## src/hw/rtl/assert_macros.svh

```systemverilog
// ----------------------------------------------------------------------------
// Assertion macros
// Shared immediate-implication and next-cycle-implication checks for the
// euclidean distance block. Empty when SYNTH is defined.
// ----------------------------------------------------------------------------
`ifndef ASSERT_MACROS_SVH
`define ASSERT_MACROS_SVH

`ifndef SYNTH
// The consequent must hold in the same cycle as the antecedent.
`define ED_ASSERT_IMP(lbl, clk, rst, ant, con, msg) \
  lbl: assert property (@(posedge clk) disable iff (rst) (ant) |-> (con)) \
    else $error(msg);
// The consequent must hold in the cycle after the antecedent.
`define ED_ASSERT_NXT(lbl, clk, rst, ant, con, msg) \
  lbl: assert property (@(posedge clk) disable iff (rst) (ant) |=> (con)) \
    else $error(msg);
`else
`define ED_ASSERT_IMP(lbl, clk, rst, ant, con, msg)
`define ED_ASSERT_NXT(lbl, clk, rst, ant, con, msg)
`endif

`endif

```

## src/hw/rtl/ed_pkg.sv

```systemverilog
// ----------------------------------------------------------------------------
// Euclidean distance package
// Field widths and the command and status bundles between controller and
// datapath.
// ----------------------------------------------------------------------------
package ed_pkg;

  // Field and internal widths.
  localparam int ELEM_W = 16;
  localparam int MAG_W  = 16;
  localparam int SQ_W   = 32;
  localparam int ACC_W  = 46;
  localparam int DIST_W = 23;

  // Commands from the controller to the datapath.
  typedef struct packed {
    logic take;        // an input transfer happens this cycle
    logic start_root;  // capture the final sum and start the square root
    logic load_out;    // move the finished result into the output register
  } ed_cmd_t;

  // Status from the datapath to the controller.
  typedef struct packed {
    logic final_valid; // the last pair of a vector is at the accumulator
    logic root_busy;   // the square root unit is iterating
    logic out_full;    // the output register holds an untaken result
  } ed_status_t;

endpackage

```

## src/hw/rtl/ed_isqrt.sv

```systemverilog
// ----------------------------------------------------------------------------
// Iterative integer square root
// Floor square root of a 46-bit value by the bitwise method, one result bit
// per cycle.
// ----------------------------------------------------------------------------
module ed_isqrt (
  input  logic                      clk,
  input  logic                      rst,
  input  logic                      start,
  input  logic [ed_pkg::ACC_W-1:0]  value,
  output logic                      busy,
  output logic [ed_pkg::DIST_W-1:0] root
);

  localparam int W = ed_pkg::ACC_W;

  logic [W-1:0] rem;
  logic [W-1:0] acc_root;
  logic [W-1:0] bit_mask;
  logic [W:0]   trial;
  logic         fits;

  // Trial subtraction of the current root plus the weight under test.
  assign trial = {1'b0, acc_root} + {1'b0, bit_mask};
  assign fits  = {1'b0, rem} >= trial;

  // Control: busy until the weight of one has been tried.
  always_ff @(posedge clk) begin
    if (rst) begin
      busy <= 1'b0;
    end else if (start) begin
      busy <= 1'b1;
    end else if (busy && bit_mask[0]) begin
      busy <= 1'b0;
    end
  end

  // Datapath: one step of the bitwise method per cycle.
  always_ff @(posedge clk) begin
    if (start) begin
      rem      <= value;
      acc_root <= '0;
      bit_mask <= W'(1) << (W - 2);
    end else if (busy) begin
      if (fits) begin
        rem      <= rem - trial[W-1:0];
        acc_root <= (acc_root >> 1) + bit_mask;
      end else begin
        acc_root <= acc_root >> 1;
      end
      bit_mask <= bit_mask >> 2;
    end
  end

  assign root = acc_root[ed_pkg::DIST_W-1:0];

endmodule

```

## src/hw/rtl/ed_datapath.sv

```systemverilog
// ----------------------------------------------------------------------------
// Euclidean distance datapath
// Difference magnitude, square and saturating accumulation in a three-stage
// pipeline, the square root unit and the output register.
// ----------------------------------------------------------------------------
module ed_datapath (
  input  logic                             clk,
  input  logic                             rst,
  input  ed_pkg::ed_cmd_t                  cmd,
  output ed_pkg::ed_status_t               status,
  input  logic signed [ed_pkg::ELEM_W-1:0] elem_a,
  input  logic signed [ed_pkg::ELEM_W-1:0] elem_b,
  input  logic                             last,
  output logic                             out_valid,
  input  logic                             out_ready,
  output logic [ed_pkg::DIST_W-1:0]        distance,
  output logic [ed_pkg::ACC_W-1:0]         sum_squares,
  output logic                             overflowed
);

  localparam int AW = ed_pkg::ACC_W;

  logic signed [ed_pkg::ELEM_W:0] diff;
  logic [ed_pkg::ELEM_W:0]        diff_abs;
  logic [ed_pkg::MAG_W-1:0]       mag;
  logic                           mag_valid;
  logic                           mag_last;
  logic [ed_pkg::SQ_W-1:0]        sq;
  logic                           sq_valid;
  logic                           sq_last;
  logic [AW-1:0]                  acc;
  logic                           sat;
  logic [AW:0]                    sum_wide;
  logic [AW-1:0]                  acc_next;
  logic                           sat_next;
  logic [AW-1:0]                  fin_sum;
  logic                           fin_sat;
  logic                           root_busy;
  logic [ed_pkg::DIST_W-1:0]      root;

  // Stage one: exact difference and its magnitude, which fits in 16 bits.
  assign diff     = {elem_a[ed_pkg::ELEM_W-1], elem_a} - {elem_b[ed_pkg::ELEM_W-1], elem_b};
  assign diff_abs = diff[ed_pkg::ELEM_W] ? (~diff + 1'b1) : diff;

  always_ff @(posedge clk) begin
    if (cmd.take) begin
      mag      <= diff_abs[ed_pkg::MAG_W-1:0];
      mag_last <= last;
    end
    sq      <= ed_pkg::SQ_W'(mag) * ed_pkg::SQ_W'(mag);
    sq_last <= mag_last;
  end

  always_ff @(posedge clk) begin
    if (rst) begin
      mag_valid <= 1'b0;
      sq_valid  <= 1'b0;
    end else begin
      mag_valid <= cmd.take;
      sq_valid  <= mag_valid;
    end
  end

  // Stage three: saturating accumulation.
  assign sum_wide = {1'b0, acc} + (AW + 1)'(sq);
  assign acc_next = sum_wide[AW] ? {AW{1'b1}} : sum_wide[AW-1:0];
  assign sat_next = sat | sum_wide[AW];

  always_ff @(posedge clk) begin
    if (rst) begin
      acc <= '0;
      sat <= 1'b0;
    end else if (cmd.start_root) begin
      acc <= '0;
      sat <= 1'b0;
    end else if (sq_valid) begin
      acc <= acc_next;
      sat <= sat_next;
    end
  end

  // Final sum and flag are held while the root is worked out.
  always_ff @(posedge clk) begin
    if (cmd.start_root) begin
      fin_sum <= acc_next;
      fin_sat <= sat_next;
    end
  end

  ed_isqrt u_isqrt (
    .clk   (clk),
    .rst   (rst),
    .start (cmd.start_root),
    .value (acc_next),
    .busy  (root_busy),
    .root  (root)
  );

  // Output register: valid holds until the result transfer.
  always_ff @(posedge clk) begin
    if (rst) begin
      out_valid <= 1'b0;
    end else if (cmd.load_out) begin
      out_valid <= 1'b1;
    end else if (out_ready) begin
      out_valid <= 1'b0;
    end
  end

  always_ff @(posedge clk) begin
    if (cmd.load_out) begin
      distance    <= root;
      sum_squares <= fin_sum;
      overflowed  <= fin_sat;
    end
  end

  assign status.final_valid = sq_valid & sq_last;
  assign status.root_busy   = root_busy;
  assign status.out_full    = out_valid;

endmodule

```

## src/hw/rtl/ed_ctrl.sv

```systemverilog
// ----------------------------------------------------------------------------
// Euclidean distance controller
// Sequences streaming, pipeline drain, square root and result hand-over.
// ----------------------------------------------------------------------------
module ed_ctrl (
  input  logic               clk,
  input  logic               rst,
  input  logic               in_valid,
  output logic               in_ready,
  input  logic               last,
  input  ed_pkg::ed_status_t status,
  output ed_pkg::ed_cmd_t    cmd
);

  typedef enum logic [3:0] {
    ST_RUN   = 4'b0001,
    ST_DRAIN = 4'b0010,
    ST_ROOT  = 4'b0100,
    ST_LOAD  = 4'b1000
  } state_t;

  state_t state;
  state_t state_next;

  // Commands follow directly from the state and the datapath status.
  assign in_ready       = (state == ST_RUN);
  assign cmd.take       = in_valid & in_ready;
  assign cmd.start_root = (state == ST_DRAIN) & status.final_valid;
  assign cmd.load_out   = (state == ST_LOAD) & ~status.out_full;

  // Next-state logic.
  always_comb begin
    state_next = state;
    unique case (state)
      ST_RUN:   if (cmd.take && last) state_next = ST_DRAIN;
      ST_DRAIN: if (status.final_valid) state_next = ST_ROOT;
      ST_ROOT:  if (!status.root_busy) state_next = ST_LOAD;
      ST_LOAD:  if (!status.out_full) state_next = ST_RUN;
      default:  state_next = ST_RUN;
    endcase
  end

  always_ff @(posedge clk) begin
    if (rst) begin
      state <= ST_RUN;
    end else begin
      state <= state_next;
    end
  end

endmodule

```

## src/hw/rtl/euclidean_distance.sv

```systemverilog
// ----------------------------------------------------------------------------
// Euclidean distance
// Accumulates squared differences of Q1.15 element pairs and, on the last
// pair, gives the floor square root of the sum with the sum and its flag.
// ----------------------------------------------------------------------------
//
//   Channel   Handshake             Payload
//   input     in_valid / in_ready   elem_a, elem_b, last
//   output    out_valid / out_ready distance, sum_squares, overflowed
//
// Pairs not marked last are taken one per cycle into a three-stage
// multiply-accumulate pipeline. After the last pair, input stalls through the
// drain state, until that pair reaches the accumulator, the root state, until
// the square root unit is seen to finish, and the load state, in which the
// output register is loaded. A result still held in the output register
// stretches the stall. Reset is synchronous and clears the sum.
// ----------------------------------------------------------------------------
`include "assert_macros.svh"

module euclidean_distance (
  input  logic                             clk,
  input  logic                             rst,
  input  logic                             in_valid,
  output logic                             in_ready,
  input  logic signed [ed_pkg::ELEM_W-1:0] elem_a,
  input  logic signed [ed_pkg::ELEM_W-1:0] elem_b,
  input  logic                             last,
  output logic                             out_valid,
  input  logic                             out_ready,
  output logic [ed_pkg::DIST_W-1:0]        distance,
  output logic [ed_pkg::ACC_W-1:0]         sum_squares,
  output logic                             overflowed
);

  ed_pkg::ed_cmd_t    cmd;
  ed_pkg::ed_status_t status;

  // Controller.
  ed_ctrl u_ctrl (
    .clk      (clk),
    .rst      (rst),
    .in_valid (in_valid),
    .in_ready (in_ready),
    .last     (last),
    .status   (status),
    .cmd      (cmd)
  );

  // Datapath.
  ed_datapath u_datapath (
    .clk         (clk),
    .rst         (rst),
    .cmd         (cmd),
    .status      (status),
    .elem_a      (elem_a),
    .elem_b      (elem_b),
    .last        (last),
    .out_valid   (out_valid),
    .out_ready   (out_ready),
    .distance    (distance),
    .sum_squares (sum_squares),
    .overflowed  (overflowed)
  );

  // No input is taken while the square root unit iterates.
  `ED_ASSERT_IMP(a_no_take_in_root, clk, rst, status.root_busy, !in_ready, "input taken during root")
  // A transfer of a last pair stops further input in the next cycle.
  `ED_ASSERT_NXT(a_last_stalls, clk, rst, in_valid && in_ready && last, !in_ready, "input after last")
  // The root starts only when the final pair has reached the accumulator.
  `ED_ASSERT_IMP(a_start_final, clk, rst, cmd.start_root, status.final_valid, "early root start")
  // A result is loaded only into an empty output register, with the root unit idle.
  `ED_ASSERT_IMP(a_load_empty, clk, rst, cmd.load_out, !out_valid && !status.root_busy, "bad load")

endmodule

```

## config.mk

```make
export PLATFORM = sky130hd
export DESIGN_NAME = euclidean_distance
export DESIGN_NICKNAME = d
export VERILOG_FILES = /design/src/hw/rtl/ed_pkg.sv /design/src/hw/rtl/ed_isqrt.sv /design/src/hw/rtl/ed_datapath.sv /design/src/hw/rtl/ed_ctrl.sv /design/src/hw/rtl/euclidean_distance.sv
export VERILOG_INCLUDE_DIRS = /design/src /design/src/hw/rtl
export SDC_FILE = /design/constraint.sdc
export NUM_CORES = 1
export LEC_CHECK = 0
export ABC_CLOCK_PERIOD_IN_PS = 7100
export CORE_ASPECT_RATIO = 1.75
export CORE_MARGIN = 2
export CORE_UTILIZATION = 35
export CTS_BUF_LIST = sky130_fd_sc_hd__clkbuf_16
export DETAILED_ROUTE_END_ITERATION = 10
export DONT_BUFFER_PORTS = 1
export GPL_TIMING_DRIVEN = 0
export PLACE_DENSITY = 0.55
export SYNTH_ARGS = -nofsm -noshare
export SYNTH_HDL_FRONTEND = slang
export SYNTH_HIERARCHICAL = 1
export SYNTH_SLANG_ARGS = --single-unit
```

## constraint.sdc

```tcl
create_clock -name clk -period 7.1 [get_ports clk]
set_input_delay 0.71 -clock clk [delete_from_list [all_inputs] [get_ports clk]]
set_output_delay 0.71 -clock clk [all_outputs]
set_load 0.01 [all_outputs]
```

==> metrics.csv, run 1 <==
stage,metric,value,unit
outcome,outcome,finished clean,
global_routing,All-Layer GR Usage,0.209,
synth,Async SR Flop Fraction,0,
setup_path,crit path launch,u_datapath/mag[14]$_DFFE_PP_,
floorplanning,chip width,218,um
synth,"top cells by area, synth","edfxtp_1 (19%), fa_1 (12%), dfxtp_1 (11%), ha_1 (11%), inv_1 (4.4%)",
clock_network,clk buf depth,3,
synth,Synth top cells by count,"inv_1 (327), nand2_1 (295), ha_1 (243)",
route,via count,22800,
clock_network,TritonCTS clock tree,done,
route,1st-pass router iterations,6,
synth,mapped cell area,28200,um2
final_layout,filler instances,8067,
global_routing,largest net degree at the start of global routing,28,
sta,Worst Skew,0.0317,ns
synth,synth unique cells,99,
setup_path,CP Capture Point,u_datapath/sq[30]$_DFF_P_,
setup_path,Worst setup SP type,flop,
route,per-cell routed wire length,20.6,um
clock_network,Root Driver,clkbuf_16,
floorplanning,number of top-level pins,109,
route,drt initial violations,1184,
synth,most common cell in the netlist,inv_1,
placed_design,pre-CTS setup slack,-0.499,ns
sta,Final WS setup,0.346,ns
floorplanning,initial core utilization,0.353,
setup_path,Worst path max stage delay,0.70,ns
setup_path,Reg2Reg Capture Point,u_datapath/sq[30]$_DFF_P_,
run,max-cap viol count,0,
placed_design,Port Buf Inserts,0,
setup_path,Worst EP required,7.60,ns
setup_path,crit path cell chain,clkbuf_2 -> nand2_1 -> fa_1 -> inv_1 -> fa_1 -> fa_1 -> fa_1 -> fa_1 -> inv_1 -> fa_1 -> inv_1 -> ha_1 -> a21o_1 -> a21o_1 -> a21o_1 -> a31o_2 -> a211o_1 -> a31oi_1 -> o21ai_0 -> a21oi_1 -> xnor2_1,
final_layout,multi-input logic area,17700,um2
synth,synth warn,6,
global_routing,grt ovf,0,
sta,Hold WS,0.195,ns
clock_network,"Clk pin slew, worst setup/hold paths",0.08,ns
synth,syn_nets,3534,
route,metal1 wirelength,29300,um
setup_path,Reg2Reg Setup Slack,0.35,ns
synth,number of synthesized flops with an enable pin,180,
clock_network,hold_buf cts,0,
final_layout,fin util,0.388,
sta,FMAX,148,MHz
clock_network,H-tree Lvls,2,
global_routing,vias in the first global route,23800,
placed_design,Final GP Congestion,0.960,
setup_path,CP most frequent cell,fa_1,
sta,Worst Tran Pin Value,1.23,ns
route,top layer in use,met4,
floorplanning,Die Ht,379,um
final_layout,Nets,3584,
clock_network,cts bufs inserted,37,
sta,RSZ-0062 raised after global routing,no,
setup_path,Critical Path End Type,flop,
synth,Synth area leader,edfxtp_1,
route,Detail Route met3 WL,2840,um
final_layout,ant diodes,0,
synth,"Seq/Total Area, Yosys",0.303,
setup_path,"Max FO, Critical Path",10,
route,WL final,86900,um
final_layout,register area,8530,um2
route,detail-routed via count per cell,5.42,
placed_design,dpl hpwl,70400,um
floorplanning,Die Area,82900,um2
sta,Slew headroom,0.161,
final_layout,layout cells sized above 1,0.0672,
setup_path,R2R depth,21,
route,WL met2,47400,um
synth,post-synth top area share,0.192,
sta,Tmin final,6.75,ns
route,Antenna Nets Post-Route,0,
setup_path,R2R Path Start,u_datapath/mag[14]$_DFFE_PP_,
setup_path,crit path kind,reg2reg,
synth,Gate Count Post-Synth,3089,
global_routing,antenna violations before repair,0,
floorplanning,Core Region,79700,um2
floorplanning,# rows,137,
setup_path,Crit-path slowest cell,edfxtp_1,
clock_network,Clock Latency Late Sink,0.59,ns
sta,Max Slew Vio Count,0,
min_path,HP Class,in2reg,
global_routing,first-pass GRT wire length,132000,um
setup_path,worst path arrival time,7.25,ns
route,residual DRC count,0,
synth,ys flop type,edfxtp_1,
clock_network,CTS sink count,336,
synth,mean cell area of the mapped netlist,9.12,um2
sta,setup violation total in the final timing report,0,
synth,"flops & latches, synth",336,
sta,final hold vios,0,
sta,final worst-path cycle share,0.951,
final_layout,area grow syn2layout,9.75,%
flip-flops by register name (all words and copies together), names as in the netlist, 4 cells and up:
register,flops
u_datapath/mag,16
u_datapath/u_isqrt/bit_mask,23
u_datapath/sum_squares,46
u_datapath/distance,23
u_datapath/u_isqrt/rem,46
u_datapath/acc,46
u_ctrl/state,4
u_datapath/u_isqrt/acc_root,46
u_datapath/fin_sum,46
u_datapath/sq,31
per-layer routing:
metal,global-route usage,vias up
met5,0,-
met1,0.191,11000
li1,-,11000
met2,0.415,595
met3,0.0236,275
met4,0.157,0
layout by cell type (no fill, tap or decap), drive strengths merged, types with 23 or more instances in the layout:
cell,n
inv,338
nand2,296
ha,243
nor2,230
edfxtp,180
a21oi,168
fa,165
dfxtp,156
o21ai,142
clkbuf,139
xnor2,109
buf,75
xor2,74
a21o,73
a31oi,62
and2,56
nand4,48
a311oi,46
nand3,46
nor3,45
o31ai,39
mux2i,31
and3,30
a211oi,28
nor2b,26
o21bai,24
nand2b,23
worst max-delay path: cells and delay by family (launching register included):
family	cells	cell delay (ns)
and+or+nand+nor	1	0.18
AOI/OAI and AO/OA	8	1.63
xor gates and xnor gates	1	0.13
buffers and inverters	4	0.53
adders and majority gates	7	3.48
DFF	1	0.70
logic make-up (layout without fill, tap and decap cells):
family,count (synthesis),in the layout,synth area share
DFF,336,336,0.303
muxes,39,39,0.0142
xor gates and xnor gates,184,184,0.0577
adders and majority gates,408,408,0.225
AOI/OAI and AO/OA,729,729,0.174
and+or+nand+nor,897,897,0.154
buffers and inverters,496,575,0.0718
repair_timing:
item,4_1_cts,5_1_grt
buffers inserted,0,5
hold endpoints to repair,0,0
resized for setup,8,27
endpoints found under the setup margin,26,42
pin swaps,0,2
final cells by class:
class	instances	share of cell area
inverters	330	0.0401
repair buffers	13	0.00522
well taps	1042	0.0422
plain buffers	164	0.0257
multi-input cells	2257	0.572
clock inverters	31	0.00915
clock buffers	37	0.0300
flip-flops and latches	336	0.276
how the worst min path moves through the flow:
stage	start	end	depth (start not counted)
3_5_place_dp	u_datapath/mag_last$_DFFE_PP_	u_datapath/sq_last$_DFF_P_	0
5_1_grt	rst	u_datapath/out_valid$_SDFFE_PP0P_	1
3_3_place_gp	u_datapath/mag_last$_DFFE_PP_	u_datapath/sq_last$_DFF_P_	0
2_1_floorplan	u_datapath/mag_last$_DFFE_PP_	u_datapath/sq_last$_DFF_P_	0
4_1_cts	rst	u_datapath/out_valid$_SDFFE_PP0P_	1
6_report	rst	u_datapath/out_valid$_SDFFE_PP0P_	1
per-stage QoR:
stage               instance area (um2)  cells  setup TNS (ns)
detailed placement                29600   4139           -2.31
global placement                  29500   4131         -158.13
floorplan                         28200   3089               0
global route                      30900   4210               0
CTS                               30800   4206               0
finish                            30900   4210               0
Power of run 1 is left out: the tool's default activity adds up to more than one toggle a clock period on the data nets, which glitch-free logic cannot reach.
==> run 2: changes to the inputs <==
ABC_CLOCK_PERIOD_IN_PS = 8600   (was 7100)
CORE_ASPECT_RATIO = 0.6   (was 1.75)
PLACE_DENSITY = 0.53   (was 0.55)
clock period = 8.6 ns   (was 7.1 ns; I/O delays follow)
==> run 2 against run 1 <==
  * Non-clock buffer count rose by 1
  * Clock-buffer cell count rose by 3
  * Worst setup slack improved by 0.45 ns
  * Largest cell class unchanged
==> metrics.csv, run 2 (synthesized netlist as in run 1, its figures left out) <==
stage,metric,value,unit
route,detail-routed via count per cell,5.50,
clock_network,clk buf depth,3,
min_path,hold worst-path end,u_datapath/out_valid$_SDFFE_PP0P_,
final_layout,"most common cell after layout, fill and taps aside",inv_1,
floorplanning,Die Area,82800,um2
final_layout,area grow syn2layout,9.79,%
final_layout,fin util,0.389,
min_path,Worst Hold Launch,rst,
setup_path,Worst setup SP type,flop,
setup_path,"Max FO, Critical Path",10,
final_layout,register area,8530,um2
sta,Tmin final,7.80,ns
clock_network,"Clk pin slew, worst setup/hold paths",0.06,ns
sta,final worst-path cycle share,0.908,
setup_path,Critical Path End Type,flop,
route,per-cell routed wire length,20.1,um
setup_path,Reg2Reg Setup Slack,0.80,ns
route,drt initial violations,2609,
setup_path,Reg2Reg Capture Point,u_datapath/sq[30]$_DFF_P_,
final_layout,"commonest cells after routing, fill and taps aside","inv_1 (331), nand2_1 (295), ha_1 (243)",
route,1st-pass router iterations,6,
sta,Max Slew Vio Count,0,
global_routing,antenna violations before repair,5,
setup_path,R2R Path Start,u_datapath/mag[4]$_DFFE_PP_,
route,via count,23300,
setup_path,worst path arrival time,8.33,ns
floorplanning,Die Ht,224,um
clock_network,Root Driver,clkbuf_16,
sta,Worst Tran Pin Value,1.08,ns
placed_design,Final GP Congestion,0.913,
final_layout,multi-input logic area,17600,um2
sta,final hold vios,0,
sta,Worst Skew,0.0180,ns
clock_network,post-cts sizing count,0,
route,WL final,85400,um
setup_path,crit path kind,reg2reg,
run,max-cap viol count,0,
clock_network,TritonCTS clock tree,done,
sta,FMAX,128,MHz
global_routing,grt ovf,0,
min_path,HP Class,in2reg,
route,residual DRC count,0,
floorplanning,Core Region,79600,um2
sta,Slew headroom,0.279,
route,Antenna Nets Post-Route,0,
final_layout,Nets,3587,
final_layout,layout cells sized above 1,0.0611,
placed_design,dpl hpwl,68800,um
outcome,outcome,finished clean,
floorplanning,# rows,80,
setup_path,Worst EP required,9.12,ns
global_routing,vias in the first global route,21400,
clock_network,hold_buf cts,0,
clock_network,postcts setup bufs,0,
floorplanning,initial core utilization,0.354,
sta,setup violation total in the final timing report,0,
global_routing,first-pass GRT wire length,131000,um
placed_design,Port Buf Inserts,0,
sta,RSZ-0062 raised after global routing,no,
clock_network,cts bufs inserted,39,
setup_path,R2R depth,22,
clock_network,Clock Latency Late Sink,0.59,ns
floorplanning,number of top-level pins,109,
global_routing,All-Layer GR Usage,0.206,
min_path,worst hold path stage count,1,
clock_network,H-tree Lvls,2,
final_layout,filler instances,8087,
clock_network,CTS sink count,336,
global_routing,largest net degree at the start of global routing,32,
floorplanning,chip width,370,um
[run 2: cell types whose count changed in the layout (fill, tap and decap cells not counted), moves of 2 or more]
| cell | previous run | this run |
|---|---|---|
| clkbuf_2 | 20 | 4 |
| clkbuf_1 | 82 | 100 |
| buf_6 | 8 | 4 |
| o31ai_1 | 35 | 37 |
| buf_4 | 32 | 35 |
| clkbuf_16 | 37 | 40 |
| o31ai_2 | 4 | 2 |
[run 2: area by class of cell]
| type | instances | share of cell area |
|---|---|---|
| Inverter | 330 | 0.0401 |
| Timing Repair Buffer | 12 | 0.00473 |
| Tap cell | 1066 | 0.0431 |
| Multi-Input combinational cell | 2257 | 0.570 |
| Antenna cell | 1 | 0.0000809 |
| Buffer | 166 | 0.0253 |
| Clock inverter | 32 | 0.00821 |
| Clock buffer | 40 | 0.0324 |
| Sequential cell | 336 | 0.276 |
[run 2: worst max-delay path, stage by stage, from the launching register on]
cell and delay [ns]:
edfxtp_1 0.42, clkbuf_1 0.54, clkbuf_1 0.64, nand2_1 0.18, fa_1 0.57, fa_1 0.55, inv_1 0.05, fa_1 0.50
inv_1 0.05, fa_1 0.46, fa_1 0.51, fa_1 0.54, inv_1 0.04, ha_1 0.34, inv_1 0.10, nor4_1 0.06
a221oi_1 0.60, o21ai_0 0.47, a211o_1 0.40, a31oi_1 0.26, o21ai_0 0.13, a21oi_1 0.19, xnor2_1 0.14
[run 2: layer usage]
| metal | share of wire | up-vias | global-route usage |
|---|---|---|---|
| met5 | 0.00015 | - | 0 |
| met4 | 0.0097 | 2 | 0.0281 |
| met3 | 0.11 | 54 | 0.0670 |
| met2 | 0.32 | 951 | 0.230 |
| met1 | 0.55 | 11300 | 0.358 |
| li1 | - | 11000 | - |
[run 2: worst max path at each step]
| stage | end | slack [ns] | startpoint | cells after the start |
|---|---|---|---|---|
| 2_1_floorplan | u_datapath/u_isqrt/rem[0]$_DFFE_PP_ | 0.69 | u_datapath/u_isqrt/acc_root[6]$_SDFFE_PP0P_ | 20 |
| 3_3_place_gp | u_datapath/sum_squares[8]$_DFFE_PP_ | -3.87 | u_ctrl/state[3]$_SDFFE_PP0P_ | 2 |
| 3_5_place_dp | u_datapath/sq[30]$_DFF_P_ | 0.93 | u_datapath/mag[4]$_DFFE_PP_ | 22 |
| 4_1_cts | u_datapath/sq[30]$_DFF_P_ | 0.91 | u_datapath/mag[4]$_DFFE_PP_ | 22 |
| 5_1_grt | u_datapath/sq[30]$_DFF_P_ | 0.40 | u_datapath/mag[4]$_DFFE_PP_ | 22 |
| 6_report | u_datapath/sq[30]$_DFF_P_ | 0.80 | u_datapath/mag[4]$_DFFE_PP_ | 22 |
[run 2: through the flow]
stage	worst slack (ns)	hold slack, ns	cell area [um2]	setup TNS [ns]	instances
3_5_place_dp	0.928	0.328	29700	0	4167
3_3_place_gp	-3.87	0.326	29500	-440.12	4155
5_1_grt	0.404	0.311	30900	0	4239
2_1_floorplan	0.693	0.323	28200	0	3089
6_report	0.795	0.330	30900	0	4240
4_1_cts	0.910	0.306	30900	0	4239
Power of run 2 is left out for the same reason.
